==> src/sgc_pkg.sv <==
// shared types and constants of the scan gap clusterer
`default_nettype none
package sgc_pkg;

    localparam int unsigned MAX_SECTOR_STEPS = 512;

    localparam int RANGE_W = 16;
    localparam int CNT_W   = 11;
    localparam int SUM_W   = 21;
    localparam int OFF_W   = 11;
    localparam int BEAR_W  = 15;
    localparam int ABS_W   = 14;
    localparam int DVD_W   = SUM_W + 4;

    localparam logic [CNT_W-1:0] COUNT_MAX   = '1;
    localparam logic [ABS_W-1:0] BEARING_LIM = ABS_W'(8192);

    // power of two, pointers wrap
    localparam int FIFO_DEPTH = 4;
    localparam int PTR_W      = $clog2(FIFO_DEPTH);

    localparam logic KIND_CLUSTER = 1'b0;
    localparam logic KIND_SUMMARY = 1'b1;

    localparam logic [1:0] REG_GAP    = 2'd0;
    localparam logic [1:0] REG_MINPTS = 2'd1;
    localparam logic [1:0] REG_LOWER  = 2'd2;
    localparam logic [1:0] REG_UPPER  = 2'd3;

    typedef struct packed {
        logic [RANGE_W-1:0] gap_threshold;
        logic [CNT_W-1:0]   min_cluster_points;
        logic [RANGE_W-1:0] range_lower;
        logic [RANGE_W-1:0] range_upper;
    } cfg_t;

    typedef struct packed {
        logic signed [SUM_W-1:0] sum;
        logic [CNT_W-1:0]        count;
        logic [RANGE_W-1:0]      min_range;
    } cluster_t;

    typedef struct packed {
        logic     c0_valid;
        cluster_t c0;
        logic     c1_valid;
        cluster_t c1;
        logic     summary;
    } job_t;

endpackage
`default_nettype wire

==> src/sgc_in_if.sv <==
// sample channel interface
`default_nettype none
interface sgc_in_if;
    logic                                valid;
    logic                                ready;
    logic [sgc_pkg::RANGE_W-1:0]         range_mm;
    logic                                not_finite;
    logic signed [sgc_pkg::OFF_W-1:0]    step_offset;
    logic                                scan_end;

    modport source (output valid, range_mm, not_finite, step_offset, scan_end, input ready);
    modport sink   (input valid, range_mm, not_finite, step_offset, scan_end, output ready);
endinterface
`default_nettype wire

==> src/sgc_out_if.sv <==
// result channel interface
`default_nettype none
interface sgc_out_if;
    logic                                valid;
    logic                                ready;
    logic                                item_kind;
    logic                                found;
    logic signed [sgc_pkg::BEAR_W-1:0]   bearing_sixteenths;
    logic [sgc_pkg::RANGE_W-1:0]         distance_mm;
    logic                                last_of_run;

    modport source (output valid, item_kind, found, bearing_sixteenths, distance_mm,
                    last_of_run, input ready);
    modport sink   (input valid, item_kind, found, bearing_sixteenths, distance_mm,
                    last_of_run, output ready);
endinterface
`default_nettype wire

==> src/sgc_front.sv <==
// sample classification and cluster tracking
`default_nettype none
module sgc_front (
    input  wire logic          clk,
    input  wire logic          rst_n,
    input  sgc_pkg::cfg_t      cfg,
    sgc_in_if.sink             in_ch,
    input  wire logic          full,
    output logic               push,
    output sgc_pkg::job_t      job
);

    localparam int SW = sgc_pkg::SUM_W;
    localparam int RW = sgc_pkg::RANGE_W;
    localparam int CW = sgc_pkg::CNT_W;
    localparam int LIM_W = 14;
    localparam logic signed [SW:0] SUM_HI = (SW+1)'(2**(SW-1) - 1);
    localparam logic signed [SW:0] SUM_LO = -(SW+1)'(2**(SW-1));
    localparam logic signed [LIM_W-1:0] SECT_LIM = LIM_W'(sgc_pkg::MAX_SECTOR_STEPS);

    logic                 open_reg, open_next;
    logic [RW-1:0]        min_reg, min_next;
    logic signed [SW-1:0] sum_reg, sum_next;
    logic [CW-1:0]        cnt_reg, cnt_next;
    logic [RW-1:0]        prev_reg, prev_next;

    logic                    accept;
    logic signed [LIM_W-1:0] off_ext;
    logic                    in_sector;
    logic                    sample_ok;
    logic [RW-1:0]           diff;
    logic                    belongs;
    logic signed [SW:0]      sum_wide;
    logic signed [SW-1:0]    sum_sat;
    logic                    open_a;
    logic [RW-1:0]           min_a;
    logic signed [SW-1:0]    sum_a;
    logic [CW-1:0]           cnt_a;
    logic [RW-1:0]           prev_a;
    logic                    c0v;
    logic                    c1v;

    assign in_ch.ready = !full;
    assign accept      = in_ch.valid && !full;

    always_comb
    begin
        off_ext   = LIM_W'(in_ch.step_offset);
        in_sector = (off_ext <= SECT_LIM) && (off_ext >= -SECT_LIM);
        sample_ok = !in_ch.not_finite && (in_ch.range_mm >= cfg.range_lower)
                    && (in_ch.range_mm <= cfg.range_upper);
        diff      = (in_ch.range_mm > prev_reg) ? (in_ch.range_mm - prev_reg)
                                                : (prev_reg - in_ch.range_mm);
        belongs   = sample_ok && open_reg && (diff < cfg.gap_threshold);
        sum_wide  = (SW+1)'(sum_reg) + (SW+1)'(in_ch.step_offset);
        if (sum_wide > SUM_HI)
        begin
            sum_sat = SW'(SUM_HI);
        end
        else if (sum_wide < SUM_LO)
        begin
            sum_sat = SW'(SUM_LO);
        end
        else
        begin
            sum_sat = SW'(sum_wide);
        end

        open_a = open_reg;
        min_a  = min_reg;
        sum_a  = sum_reg;
        cnt_a  = cnt_reg;
        prev_a = prev_reg;
        c0v    = 1'b0;
        if (in_sector)
        begin
            if (belongs)
            begin
                if (in_ch.range_mm < min_reg)
                begin
                    min_a = in_ch.range_mm;
                end
                sum_a  = sum_sat;
                if (cnt_reg != sgc_pkg::COUNT_MAX)
                begin
                    cnt_a = cnt_reg + CW'(1);
                end
                prev_a = in_ch.range_mm;
            end
            else
            begin
                c0v = open_reg && (cnt_reg >= cfg.min_cluster_points);
                if (sample_ok)
                begin
                    open_a = 1'b1;
                    min_a  = in_ch.range_mm;
                    sum_a  = SW'(in_ch.step_offset);
                    cnt_a  = CW'(1);
                    prev_a = in_ch.range_mm;
                end
                else
                begin
                    open_a = 1'b0;
                    cnt_a  = '0;
                end
            end
        end
        c1v = in_ch.scan_end && open_a && (cnt_a >= cfg.min_cluster_points);

        job.c0_valid     = c0v;
        job.c0.sum       = sum_reg;
        job.c0.count     = cnt_reg;
        job.c0.min_range = min_reg;
        job.c1_valid     = c1v;
        job.c1.sum       = sum_a;
        job.c1.count     = cnt_a;
        job.c1.min_range = min_a;
        job.summary      = in_ch.scan_end;
        push             = accept && (c0v || c1v || in_ch.scan_end);

        open_next = open_reg;
        min_next  = min_reg;
        sum_next  = sum_reg;
        cnt_next  = cnt_reg;
        prev_next = prev_reg;
        if (accept)
        begin
            if (in_ch.scan_end)
            begin
                open_next = 1'b0;
                min_next  = '0;
                sum_next  = '0;
                cnt_next  = '0;
                prev_next = '0;
            end
            else
            begin
                open_next = open_a;
                min_next  = min_a;
                sum_next  = sum_a;
                cnt_next  = cnt_a;
                prev_next = prev_a;
            end
        end
    end

    always_ff @(posedge clk or negedge rst_n)
    begin
        if (!rst_n)
        begin
            open_reg <= 1'b0;
            min_reg  <= '0;
            sum_reg  <= '0;
            cnt_reg  <= '0;
            prev_reg <= '0;
        end
        else
        begin
            open_reg <= open_next;
            min_reg  <= min_next;
            sum_reg  <= sum_next;
            cnt_reg  <= cnt_next;
            prev_reg <= prev_next;
        end
    end

endmodule
`default_nettype wire

==> src/sgc_fifo.sv <==
// job queue between front and back
`default_nettype none
module sgc_fifo (
    input  wire logic     clk,
    input  wire logic     rst_n,
    input  wire logic     push,
    input  sgc_pkg::job_t push_data,
    output logic          full,
    input  wire logic     pop,
    output sgc_pkg::job_t pop_data,
    output logic          empty
);

    localparam int PW = sgc_pkg::PTR_W;

    sgc_pkg::job_t  mem_reg [sgc_pkg::FIFO_DEPTH];
    logic [PW-1:0]  head_reg;
    logic [PW-1:0]  tail_reg;
    logic [PW:0]    count_reg;

    assign full     = (count_reg == (PW+1)'(sgc_pkg::FIFO_DEPTH));
    assign empty    = (count_reg == '0);
    assign pop_data = mem_reg[head_reg];

    always_ff @(posedge clk)
    begin
        if (push)
        begin
            mem_reg[tail_reg] <= push_data;
        end
    end

    always_ff @(posedge clk or negedge rst_n)
    begin
        if (!rst_n)
        begin
            head_reg  <= '0;
            tail_reg  <= '0;
            count_reg <= '0;
        end
        else
        begin
            if (push)
            begin
                tail_reg <= tail_reg + PW'(1);
            end
            if (pop)
            begin
                head_reg <= head_reg + PW'(1);
            end
            if (push && !pop)
            begin
                count_reg <= count_reg + (PW+1)'(1);
            end
            else if (pop && !push)
            begin
                count_reg <= count_reg - (PW+1)'(1);
            end
        end
    end

endmodule
`default_nettype wire

==> src/sgc_div.sv <==
// bit-serial restoring divider for the mean bearing
`default_nettype none
module sgc_div (
    input  wire logic                         clk,
    input  wire logic                         rst_n,
    input  wire logic                         start,
    input  wire logic [sgc_pkg::DVD_W-1:0]    dividend,
    input  wire logic [sgc_pkg::CNT_W-1:0]    divisor,
    output logic                              done,
    output logic [sgc_pkg::DVD_W-1:0]         quotient
);

    localparam int DW     = sgc_pkg::DVD_W;
    localparam int CW     = sgc_pkg::CNT_W;
    localparam int STEP_W = $clog2(DW);

    logic              busy_reg;
    logic              done_reg;
    logic [STEP_W-1:0] step_reg;
    logic [CW-1:0]     rem_reg;
    logic [DW-1:0]     quo_reg;
    logic [CW-1:0]     dsr_reg;

    logic [CW:0]   trial;
    logic [CW:0]   trial_sub;
    logic          ge;
    logic [CW-1:0] rem_step;

    always_comb
    begin
        trial     = {rem_reg, quo_reg[DW-1]};
        ge        = (trial >= {1'b0, dsr_reg});
        trial_sub = trial - {1'b0, dsr_reg};
        rem_step  = ge ? trial_sub[CW-1:0] : trial[CW-1:0];
    end

    assign done     = done_reg;
    assign quotient = quo_reg;

    always_ff @(posedge clk)
    begin
        if (start)
        begin
            rem_reg <= '0;
            quo_reg <= dividend;
            dsr_reg <= divisor;
        end
        else if (busy_reg)
        begin
            rem_reg <= rem_step;
            quo_reg <= {quo_reg[DW-2:0], ge};
        end
    end

    always_ff @(posedge clk or negedge rst_n)
    begin
        if (!rst_n)
        begin
            busy_reg <= 1'b0;
            done_reg <= 1'b0;
            step_reg <= '0;
        end
        else
        begin
            done_reg <= 1'b0;
            if (start)
            begin
                busy_reg <= 1'b1;
                step_reg <= '0;
            end
            else if (busy_reg)
            begin
                step_reg <= step_reg + STEP_W'(1);
                if (step_reg == STEP_W'(DW - 1))
                begin
                    busy_reg <= 1'b0;
                    done_reg <= 1'b1;
                end
            end
        end
    end

endmodule
`default_nettype wire

==> src/sgc_back.sv <==
// result sequencing, best-ahead tracking and output register
`default_nettype none
module sgc_back (
    input  wire logic                          clk,
    input  wire logic                          rst_n,
    input  wire logic                          empty,
    input  sgc_pkg::job_t                      pop_data,
    output logic                               pop,
    output logic                               div_start,
    output logic [sgc_pkg::DVD_W-1:0]          div_dividend,
    output logic [sgc_pkg::CNT_W-1:0]          div_divisor,
    input  wire logic                          div_done,
    input  wire logic [sgc_pkg::DVD_W-1:0]     div_quotient,
    sgc_out_if.source                          out_ch
);

    localparam int RW = sgc_pkg::RANGE_W;
    localparam int BW = sgc_pkg::BEAR_W;
    localparam int AW = sgc_pkg::ABS_W;
    localparam int SW = sgc_pkg::SUM_W;
    localparam int DW = sgc_pkg::DVD_W;

    localparam logic [1:0] ST_IDLE = 2'd0;
    localparam logic [1:0] ST_LOAD = 2'd1;
    localparam logic [1:0] ST_DIV  = 2'd2;
    localparam logic [1:0] ST_OUT  = 2'd3;

    localparam logic [1:0] PH_C0  = 2'd0;
    localparam logic [1:0] PH_C1  = 2'd1;
    localparam logic [1:0] PH_SUM = 2'd2;

    logic [1:0]        state_reg, state_next;
    logic [1:0]        phase_reg, phase_next;
    sgc_pkg::job_t     job_reg;
    logic              best_found_reg;
    logic [AW-1:0]     best_abs_reg;
    logic signed [BW-1:0] best_bear_reg;
    logic [RW-1:0]     best_dist_reg;

    logic              ovalid_reg;
    logic              okind_reg;
    logic              ofound_reg;
    logic signed [BW-1:0] obear_reg;
    logic [RW-1:0]     odist_reg;
    logic              olast_reg;

    sgc_pkg::cluster_t sel;
    logic              sel_neg;
    logic [SW-1:0]     sel_mag;
    logic [AW-1:0]     q_sat;
    logic signed [BW-1:0] bearing;
    logic              out_free;
    logic              emit;
    logic              res_last;
    logic              take_best;

    always_comb
    begin
        sel          = (phase_reg == PH_C0) ? job_reg.c0 : job_reg.c1;
        sel_neg      = sel.sum[SW-1];
        sel_mag      = sel_neg ? SW'(-sel.sum) : SW'(sel.sum);
        div_dividend = {sel_mag, 4'b0000} + DW'(sel.count >> 1);
        div_divisor  = sel.count;
        q_sat        = (div_quotient > DW'(sgc_pkg::BEARING_LIM))
                       ? sgc_pkg::BEARING_LIM : div_quotient[AW-1:0];
        bearing      = sel_neg ? -BW'(q_sat) : BW'(q_sat);
        take_best    = !best_found_reg || (q_sat < best_abs_reg);
        out_free     = !ovalid_reg || out_ch.ready;

        case (phase_reg)
            PH_C0:   res_last = !job_reg.c1_valid && !job_reg.summary;
            PH_C1:   res_last = !job_reg.summary;
            default: res_last = 1'b1;
        endcase

        pop        = 1'b0;
        div_start  = 1'b0;
        emit       = 1'b0;
        state_next = state_reg;
        phase_next = phase_reg;
        case (state_reg)
            ST_IDLE:
            begin
                if (!empty)
                begin
                    pop        = 1'b1;
                    phase_next = PH_C0;
                    state_next = ST_LOAD;
                end
            end
            ST_LOAD:
            begin
                case (phase_reg)
                    PH_C0:
                    begin
                        if (job_reg.c0_valid)
                        begin
                            div_start  = 1'b1;
                            state_next = ST_DIV;
                        end
                        else
                        begin
                            phase_next = PH_C1;
                        end
                    end
                    PH_C1:
                    begin
                        if (job_reg.c1_valid)
                        begin
                            div_start  = 1'b1;
                            state_next = ST_DIV;
                        end
                        else
                        begin
                            phase_next = PH_SUM;
                        end
                    end
                    default:
                    begin
                        state_next = job_reg.summary ? ST_OUT : ST_IDLE;
                    end
                endcase
            end
            ST_DIV:
            begin
                if (div_done)
                begin
                    state_next = ST_OUT;
                end
            end
            default:
            begin
                if (out_free)
                begin
                    emit = 1'b1;
                    case (phase_reg)
                        PH_C0:
                        begin
                            phase_next = PH_C1;
                            state_next = ST_LOAD;
                        end
                        PH_C1:
                        begin
                            phase_next = PH_SUM;
                            state_next = ST_LOAD;
                        end
                        default:
                        begin
                            state_next = ST_IDLE;
                        end
                    endcase
                end
            end
        endcase
    end

    assign out_ch.valid              = ovalid_reg;
    assign out_ch.item_kind          = okind_reg;
    assign out_ch.found              = ofound_reg;
    assign out_ch.bearing_sixteenths = obear_reg;
    assign out_ch.distance_mm        = odist_reg;
    assign out_ch.last_of_run        = olast_reg;

    always_ff @(posedge clk)
    begin
        if (pop)
        begin
            job_reg <= pop_data;
        end
        if (emit)
        begin
            olast_reg <= res_last;
            if (phase_reg == PH_SUM)
            begin
                okind_reg  <= sgc_pkg::KIND_SUMMARY;
                ofound_reg <= best_found_reg;
                obear_reg  <= best_bear_reg;
                odist_reg  <= best_dist_reg;
            end
            else
            begin
                okind_reg  <= sgc_pkg::KIND_CLUSTER;
                ofound_reg <= 1'b0;
                obear_reg  <= bearing;
                odist_reg  <= sel.min_range;
            end
        end
    end

    always_ff @(posedge clk or negedge rst_n)
    begin
        if (!rst_n)
        begin
            state_reg      <= ST_IDLE;
            phase_reg      <= PH_C0;
            ovalid_reg     <= 1'b0;
            best_found_reg <= 1'b0;
            best_abs_reg   <= '0;
            best_bear_reg  <= '0;
            best_dist_reg  <= '0;
        end
        else
        begin
            state_reg <= state_next;
            phase_reg <= phase_next;
            if (emit)
            begin
                ovalid_reg <= 1'b1;
            end
            else if (out_ch.ready)
            begin
                ovalid_reg <= 1'b0;
            end
            if (emit)
            begin
                if (phase_reg == PH_SUM)
                begin
                    best_found_reg <= 1'b0;
                    best_abs_reg   <= '0;
                    best_bear_reg  <= '0;
                    best_dist_reg  <= '0;
                end
                else if (take_best)
                begin
                    best_found_reg <= 1'b1;
                    best_abs_reg   <= q_sat;
                    best_bear_reg  <= bearing;
                    best_dist_reg  <= sel.min_range;
                end
            end
        end
    end

endmodule
`default_nettype wire

==> src/scan_gap_clusterer.sv <==
// top level: range-jump clustering of one lidar scan sector
// throughput: one sample per cycle while the four-entry job queue has room
// a sample that closes no cluster and does not end the scan produces nothing
// reported cluster: queued as a job, popped by the back end, divided by the 25-step bearing divider, then registered
// end-of-scan summary: emitted after any cluster results of that sample
// reset: rst_n clears cluster, best-ahead and queue state at once and loads register defaults
`default_nettype none
module scan_gap_clusterer (
    input  wire logic        clk,
    input  wire logic        rst_n,
    sgc_in_if.sink           in_ch,
    sgc_out_if.source        out_ch,
    input  wire logic        psel,
    input  wire logic        penable,
    input  wire logic        pwrite,
    input  wire logic [3:0]  paddr,
    input  wire logic [31:0] pwdata,
    output logic [31:0]      prdata,
    output logic             pready
);

    localparam int RW = sgc_pkg::RANGE_W;
    localparam int CW = sgc_pkg::CNT_W;

    sgc_pkg::cfg_t cfg_reg;
    logic          wr_en;
    logic [1:0]    reg_idx;

    sgc_pkg::job_t                push_job;
    sgc_pkg::job_t                pop_job;
    logic                         push;
    logic                         pop;
    logic                         full;
    logic                         empty;
    logic                         div_start;
    logic                         div_done;
    logic [sgc_pkg::DVD_W-1:0]    div_dividend;
    logic [sgc_pkg::DVD_W-1:0]    div_quotient;
    logic [sgc_pkg::CNT_W-1:0]    div_divisor;

    assign pready  = 1'b1;
    assign reg_idx = paddr[3:2];
    assign wr_en   = psel && penable && pwrite;

    always_comb
    begin
        case (reg_idx)
            sgc_pkg::REG_GAP:    prdata = 32'(cfg_reg.gap_threshold);
            sgc_pkg::REG_MINPTS: prdata = 32'(cfg_reg.min_cluster_points);
            sgc_pkg::REG_LOWER:  prdata = 32'(cfg_reg.range_lower);
            sgc_pkg::REG_UPPER:  prdata = 32'(cfg_reg.range_upper);
            default:             prdata = '0;
        endcase
    end

    always_ff @(posedge clk or negedge rst_n)
    begin
        if (!rst_n)
        begin
            cfg_reg.gap_threshold      <= RW'(200);
            cfg_reg.min_cluster_points <= CW'(3);
            cfg_reg.range_lower        <= '0;
            cfg_reg.range_upper        <= '1;
        end
        else if (wr_en)
        begin
            case (reg_idx)
                sgc_pkg::REG_GAP:    cfg_reg.gap_threshold      <= pwdata[RW-1:0];
                sgc_pkg::REG_MINPTS: cfg_reg.min_cluster_points <= pwdata[CW-1:0];
                sgc_pkg::REG_LOWER:  cfg_reg.range_lower        <= pwdata[RW-1:0];
                sgc_pkg::REG_UPPER:  cfg_reg.range_upper        <= pwdata[RW-1:0];
                default:             cfg_reg.range_upper        <= cfg_reg.range_upper;
            endcase
        end
    end

    sgc_front u_front (
        .clk   (clk),
        .rst_n (rst_n),
        .cfg   (cfg_reg),
        .in_ch (in_ch),
        .full  (full),
        .push  (push),
        .job   (push_job)
    );

    sgc_fifo u_fifo (
        .clk       (clk),
        .rst_n     (rst_n),
        .push      (push),
        .push_data (push_job),
        .full      (full),
        .pop       (pop),
        .pop_data  (pop_job),
        .empty     (empty)
    );

    sgc_div u_div (
        .clk      (clk),
        .rst_n    (rst_n),
        .start    (div_start),
        .dividend (div_dividend),
        .divisor  (div_divisor),
        .done     (div_done),
        .quotient (div_quotient)
    );

    sgc_back u_back (
        .clk          (clk),
        .rst_n        (rst_n),
        .empty        (empty),
        .pop_data     (pop_job),
        .pop          (pop),
        .div_start    (div_start),
        .div_dividend (div_dividend),
        .div_divisor  (div_divisor),
        .div_done     (div_done),
        .div_quotient (div_quotient),
        .out_ch       (out_ch)
    );

endmodule
`default_nettype wire

==> src/flat_wrapper.sv <==
// flat-port wrapper written by rule: the top's interface ports become plain ports
module scan_gap_clusterer_flat 
  (clk, rst_n, psel, penable, pwrite, paddr, pwdata, prdata, pready, in_ch_valid, in_ch_range_mm, in_ch_not_finite, in_ch_step_offset, in_ch_scan_end, in_ch_ready, out_ch_valid, out_ch_item_kind, out_ch_found, out_ch_bearing_sixteenths, out_ch_distance_mm, out_ch_last_of_run, out_ch_ready);
  sgc_in_if in_ch_i ();
  sgc_out_if out_ch_i ();
  input  wire logic clk;
  input  wire logic rst_n;
  input  wire logic psel;
  input  wire logic penable;
  input  wire logic pwrite;
  input  wire logic [3:0] paddr;
  input  wire logic [31:0] pwdata;
  output logic [31:0] prdata;
  output logic pready;
  input wire logic [$bits(in_ch_i.valid)-1:0] in_ch_valid;
  input wire logic [$bits(in_ch_i.range_mm)-1:0] in_ch_range_mm;
  input wire logic [$bits(in_ch_i.not_finite)-1:0] in_ch_not_finite;
  input wire logic [$bits(in_ch_i.step_offset)-1:0] in_ch_step_offset;
  input wire logic [$bits(in_ch_i.scan_end)-1:0] in_ch_scan_end;
  output wire logic [$bits(in_ch_i.ready)-1:0] in_ch_ready;
  output wire logic [$bits(out_ch_i.valid)-1:0] out_ch_valid;
  output wire logic [$bits(out_ch_i.item_kind)-1:0] out_ch_item_kind;
  output wire logic [$bits(out_ch_i.found)-1:0] out_ch_found;
  output wire logic [$bits(out_ch_i.bearing_sixteenths)-1:0] out_ch_bearing_sixteenths;
  output wire logic [$bits(out_ch_i.distance_mm)-1:0] out_ch_distance_mm;
  output wire logic [$bits(out_ch_i.last_of_run)-1:0] out_ch_last_of_run;
  input wire logic [$bits(out_ch_i.ready)-1:0] out_ch_ready;
  assign in_ch_i.valid = in_ch_valid;
  assign in_ch_i.range_mm = in_ch_range_mm;
  assign in_ch_i.not_finite = in_ch_not_finite;
  assign in_ch_i.step_offset = in_ch_step_offset;
  assign in_ch_i.scan_end = in_ch_scan_end;
  assign in_ch_ready = in_ch_i.ready;
  assign out_ch_valid = out_ch_i.valid;
  assign out_ch_item_kind = out_ch_i.item_kind;
  assign out_ch_found = out_ch_i.found;
  assign out_ch_bearing_sixteenths = out_ch_i.bearing_sixteenths;
  assign out_ch_distance_mm = out_ch_i.distance_mm;
  assign out_ch_last_of_run = out_ch_i.last_of_run;
  assign out_ch_i.ready = out_ch_ready;
  scan_gap_clusterer u_core (.clk(clk), .rst_n(rst_n), .in_ch(in_ch_i), .out_ch(out_ch_i), .psel(psel), .penable(penable), .pwrite(pwrite), .paddr(paddr), .pwdata(pwdata), .prdata(prdata), .pready(pready));
endmodule
==> config.mk <==
export PLATFORM = sky130hd
export DESIGN_NAME = scan_gap_clusterer_flat
export DESIGN_NICKNAME = d
export VERILOG_FILES = /design/src/sgc_pkg.sv /design/src/sgc_in_if.sv /design/src/sgc_out_if.sv /design/src/sgc_front.sv /design/src/sgc_fifo.sv /design/src/sgc_div.sv /design/src/sgc_back.sv /design/src/scan_gap_clusterer.sv /design/src/flat_wrapper.sv
export SDC_FILE = /design/constraint.sdc
export NUM_CORES = 1
export LEC_CHECK = 0
export BUFFER_PORTS_ARGS = -buffer_cell sky130_fd_sc_hd__buf_2
export CAP_MARGIN = 10
export CORE_AREA = 2 2 279 281
export DETAILED_ROUTE_END_ITERATION = 10
export DIE_AREA = 0 0 281 283
export GPL_TIMING_DRIVEN = 0
export PLACE_DENSITY = 0.66
export SETUP_SLACK_MARGIN = 0.5
export SKIP_CTS_REPAIR_TIMING = 1
export SYNTH_ARGS = -nofsm -noshare
export SYNTH_HDL_FRONTEND = slang
export SYNTH_SLANG_ARGS = --single-unit
==> constraint.sdc <==
create_clock -name clk -period 13.7 [get_ports clk]
set_input_delay 4.11 -clock clk [delete_from_list [all_inputs] [get_ports clk]]
set_output_delay 4.11 -clock clk [all_outputs]
set_load 0.05 [all_outputs]
==> metrics.cfg, run 1 <==
[detailed_routing]
drtIter0Drc=2002
vias=24008
wire_per_inst_um=21.6
ant_nets=0
via_per_inst=5.72
drc_errors=0
routed_wirelength_mm=90.5
drt-pass1-iter-count=6

[clock_tree]
clock_latency_ns=0.65
clock-sinks=764
cts-root-buf=clkbuf_16
cts.path.max_buffers=3
cts_tree=built
path_clk_slew_ns=0.06
cts-htree-levels=3
cts_buffers=80

[synthesis]
ys_types=98
synth_area_leaders=edfxtp_1 (46%), dfrtp_1 (11%), mux4_2 (6.7%)
yosysWarnings=0
seq_area_frac_synth=0.591
synth_top_cell_by_area=edfxtp_1
syn-cell-area_sq_um=37100
syn_avg_cell_area_sq_um=12.9
post-synth-top-area-fraction=0.457
synth_ff_type=edfxtp_1
synth-async-reset-ratio=0.246
netlist_instances=2880
synth_edf_count=565
synth_seq_cells=764

[floorplan]
pin_count=141
dieHeight_um=283
dieArea_sq_um=79500
core.rowCount=102
die-width_um=281
core_area_sq_um=76700
start_util=0.484

[global_route]
grt_pass1_wl_mm=141
antenna_found_initial=1
grt_remaining_overflow=0
grt_pass1_vias=24038
grt_max_degree=112
grt_use_total=0.229

[place]
finalWeightedCongestion=0.906
place_area_sq_um=39200
dp_hpwl_mm=65.4
port-buffer-count=105

[sta]
finalCritPeriodShare=0.835
rsz0062_at_grt=no
setup_viol=0
fin_crit_ns=11.43
slew_headroom=0.262
setup_tns_ns=0
finalHoldViolCount=0
clock_skew_ns=0.0164
drv_slew=0
fmax_mhz=87.5
worstMarginPinSlew_ns=1.11

[worst_setup_path]
critPathRequiredTime_ns=14.03
path_delay_family=compound AO/OA/AOI/OAI gates
crit_path_max_incr_delay_ns=0.85
r2r-start=u_core.u_front.prev_reg[12]$_DFFE_PN0P_
r2r_slack_ns=5.64
crit_top_cell=a21o_1
worstSetupStartpointType=input pin
cpMaxStageDelayCell=o21ai_0
timing.critical_path.buf_inv=7
critical_path_arrival_ns=11.76
path_class=in -> reg
cp_max_fo=10
crit_path_end_kind=register
r2r_cells=29
worstReg2RegEnd=u_core.u_fifo.mem_reg[2][49]$_DFFE_PP_

[pwr]
leakagePower_nw=16.3
totalPowerFinal_w=0.00900
powerDensity_nw_per_um2=215
max-vdd-ir-drop_uv=106

[final_layout]
largest_register_ffs=396
drive_above_1_share=0.157
postLayoutCellArea_sq_um=41900
nets=3344
final_cell_mix=edfxtp_1 (565), nand2_1 (318), o21ai_0 (242), inv_1 (180), ha_1 (176)
fill_cells=6280
layout_commonest_cell=edfxtp_1
area_delta_synth_final_pct=13.1

[run]
cap_violations=0

[min_path]
holdPathStages=2
min_from=u_core.u_back.best_abs_reg[5]$_DFFE_PN0P_
hold_end=u_core.u_back.best_abs_reg[5]$_DFFE_PN0P_
min_path_type=reg -> reg

[outcome]
outcome=finished clean

-- worst register-to-register path: cells and delay by family (launching register included) --
kind | cells | cell delay [ns]
buf+inv | 5 | 1.42
flops | 1 | 0.41
simple gates | 4 | 0.97
xor+xnor | 1 | 0.14
mux | 1 | 0.23
compound gates | 15 | 3.64
fa+ha+maj | 3 | 0.93
-- worst max path at each step --
stage                      start  cells after the start                                endpoint
4_1_cts        in_ch_range_mm[9]                     31  u_core.u_fifo.mem_reg[1][49]$_DFFE_PP_
3_3_place_gp   in_ch_range_mm[9]                     23  u_core.u_fifo.mem_reg[1][81]$_DFFE_PP_
6_report       in_ch_range_mm[9]                     31  u_core.u_fifo.mem_reg[2][49]$_DFFE_PP_
3_5_place_dp   in_ch_range_mm[9]                     31  u_core.u_fifo.mem_reg[0][49]$_DFFE_PP_
5_1_grt        in_ch_range_mm[9]                     31  u_core.u_fifo.mem_reg[3][49]$_DFFE_PP_
2_1_floorplan  in_ch_range_mm[9]                     23   u_core.u_fifo.mem_reg[0][0]$_DFFE_PP_
-- metal layers --
| metal | vias to the layer above | track usage | share of wire |
|---|---|---|---|
| li1 | 11174 | - | - |
| met5 | - | 0 | 0 |
| met3 | 126 | 0.0360 | 0.051 |
| met4 | 0 | 0.0689 | 0.022 |
| met2 | 702 | 0.374 | 0.48 |
| met1 | 12006 | 0.317 | 0.44 |
-- kinds of logic (layout without fill, tap and decap cells) --
logic type	after synthesis	after routing	share of synthesized area
flops	764	764	0.591
mux	192	192	0.0898
xor+xnor	80	80	0.0189
buf+inv	326	589	0.0386
simple gates	650	650	0.0812
other cells	2	18	0.000202
compound gates	684	684	0.118
fa+ha+maj	182	182	0.0626
-- synthesized netlist by cell type (18+ instances only) --
master,n
a211oi_1,23
a21boi_0,23
a21o_1,55
a21oi_1,127
a22o_1,23
a31oi_1,21
buf_2,18
buf_4,23
clkbuf_1,75
dfrtp_1,167
dfstp_2,21
edfxtp_1,565
ha_1,176
inv_1,181
mux2_2,27
mux2i_1,54
mux4_2,110
nand2_1,318
nand2b_1,21
nand3_1,23
nand4_1,18
nor2_1,127
nor3_1,36
o21ai_0,243
o31ai_1,36
xnor2_1,48
xor2_1,32
-- per-stage QoR --
| step | worst slack (ns) | utilization | instances | hold slack [ns] |
|---|---|---|---|---|
| final | 2.27 | 0.547 | 4199 | 0.477 |
| after CTS | 2.28 | 0.547 | 4198 | 0.481 |
| after detailed placement | 1.59 | 0.511 | 4048 | 0.468 |
| after global routing | 1.68 | 0.547 | 4198 | 0.502 |
| after global placement | -0.593 | 0.508 | 4040 | 0.459 |
| after floorplan | 2.83 | - | 2895 | 0.447 |
-- where the power goes --
group / switching (W) / total (W) / internal [W]
registers: 0.000290 / 0.00349 / 0.00320
logic: 0.00206 / 0.00330 / 0.00124
clock network: 0.000929 / 0.00221 / 0.00129
-- final cells by class --
cell class,instances,area [sq um],share of cell area
Tap cell,1040,1300,0.0310
Inverter,182,686,0.0163
Clock buffer,102,2160,0.0514
Multi-Input combinational cell,1805,13800,0.330
Antenna cell,1,2.50,0.0000597
Buffer,144,749,0.0179
Timing Repair Buffer,113,748,0.0178
Sequential cell,764,21900,0.522
Clock inverter,48,562,0.0134
Note: power is estimated with default switching activity, not from simulation.
==> run 2: changes to the inputs <==
- PLACE_DENSITY: 0.66 -> 0.69
- clock period: 13.7 -> 10.21 ns (I/O delays scaled with it)
==> metrics.cfg, run 2 (synthesis gave the netlist of run 1 again) <==
[clock_tree]
cts.path.max_buffers=3
path_clk_slew_ns=0.06
cts_tree=built
cts_buffers=82
cts-root-buf=clkbuf_16
cts-htree-levels=3
clock_latency_ns=0.64
clock-sinks=764

[sta]
fmax_mhz=106
drv_slew=0
setup_tns_ns=0
fin_crit_ns=9.43
finalHoldViolCount=0
finalCritPeriodShare=0.923
clock_skew_ns=0.0479
rsz0062_at_grt=no
worstMarginPinSlew_ns=1.19
setup_viol=0
slew_headroom=0.204
fin_hold_ws_ns=0.474

[detailed_routing]
vias=24502
drc_errors=0
routed_wirelength_mm=93.0
drt-pass1-iter-count=5
wire_per_inst_um=22.1
ant_nets=0
via_per_inst=5.83
drtIter0Drc=2368

[final_layout]
largest_register_ffs=396
final_util=0.550
area_delta_synth_final_pct=13.6
diodes=0
layout_commonest_cell=edfxtp_1
multi_input_area_sq_um=13900
final_cell_mix=edfxtp_1 (565), nand2_1 (318), o21ai_0 (240), inv_1 (179), ha_1 (176)
drive_above_1_share=0.164
register_area_sq_um=21900
stdcell_count=4206
fill_cells=6161
nets=3351

[pwr]
powerDensity_nw_per_um2=291
max-vdd-ir-drop_uv=152
leakagePower_nw=16.4

[floorplan]
dieHeight_um=283
die-width_um=281
dieArea_sq_um=79500
start_util=0.484
pin_count=141
core_area_sq_um=76700
core.rowCount=102

[place]
finalWeightedCongestion=0.894
port-buffer-count=105
dpl.cell_count=4048
dp_hpwl_mm=65.4

[worst_setup_path]
crit_path_max_incr_delay_ns=0.56
crit_top_cell=a21o_1
crit_path_end_kind=register
worstSetupStartpointType=input pin
timing.critical_path.buf_inv=7
critical_path_arrival_ns=9.75
cp_max_fo=10
cpMaxStageDelayCell=or4b_1
path_delay_family=compound AO/OA/AOI/OAI gates
critPathRequiredTime_ns=10.53
path_class=in -> reg

[global_route]
grt_max_degree=113
grt_pass1_vias=24718
antenna_found_initial=0
grt_pass1_wl_mm=145
grt_use_total=0.235
grt_remaining_overflow=0

[min_path]
min_path_type=reg -> reg

[run]
cap_violations=0

[outcome]
outcome=finished clean

## run 2: stage by stage
stage               setup slack [ns]  total power, W  area, sq um
finish                         0.781          0.0123        42200
global route                   0.487          0.0129        42200
CTS                           -0.216          0.0123        42000
detailed placement            -0.912         0.00921        39200
global placement               -1.03         0.00904        39000
floorplan                       1.12         0.00783        37200
## run 2: worst reg2reg max path, delay by kind of cell, from the launching register on
kind | cells | cell delay [ns]
fa+ha+maj | 3 | 0.78
flops | 1 | 0.39
xor+xnor | 1 | 0.16
buf+inv | 5 | 0.97
simple gates | 6 | 1.28
compound gates | 15 | 2.95
mux | 1 | 0.23
## run 2: report_power, final
group,internal [W],switching [W],total [W]
Combinational,0.00168,0.00284,0.00451
Sequential,0.00429,0.000397,0.00469
Clock,0.00182,0.00125,0.00307
Total,0.00779,0.00448,0.0123
## run 2: layout make-up
cell class | count | area share
clock inverter | 48 | 0.0140
clock buffer | 105 | 0.0531
buffer | 144 | 0.0183
tap | 1040 | 0.0309
multi-input combinational | 1805 | 0.329
inverter | 182 | 0.0164
sequential | 764 | 0.520
timing repair buffer | 118 | 0.0186
## run 2: per-layer routing
| layer | share of wire | GRT usage | wire length, um |
|---|---|---|---|
| met1 | 0.43 | 0.331 | 40200 |
| met2 | 0.48 | 0.382 | 44800 |
| met3 | 0.065 | 0.0354 | 6010 |
| met4 | 0.021 | 0.0647 | 1980 |
| met5 | 0 | 0 | 0 |
## run 2: worst paths after layout
check                                                                start                                          end  slack [ns]  depth (start not counted)
worst max-delay path                                    in_ch_range_mm[12]       u_core.u_fifo.mem_reg[0][49]$_DFFE_PP_        0.78                         33
worst min-delay path            u_core.u_back.best_bear_reg[7]$_DFFE_PN0P_   u_core.u_back.best_bear_reg[7]$_DFFE_PN0P_        0.47                          2
worst max register to register     u_core.u_front.prev_reg[12]$_DFFE_PN0P_       u_core.u_fifo.mem_reg[0][49]$_DFFE_PP_        3.13                         31
worst min register to register  u_core.u_back.best_bear_reg[7]$_DFFE_PN0P_   u_core.u_back.best_bear_reg[7]$_DFFE_PN0P_        0.47                          2
max in group asynchronous                                            rst_n        u_core.u_front.sum_reg[9]$_DFFE_PN0P_        6.73                          2
min in group asynchronous                                            rst_n  u_core.u_back.best_dist_reg[13]$_DFFE_PN0P_        2.40                          1
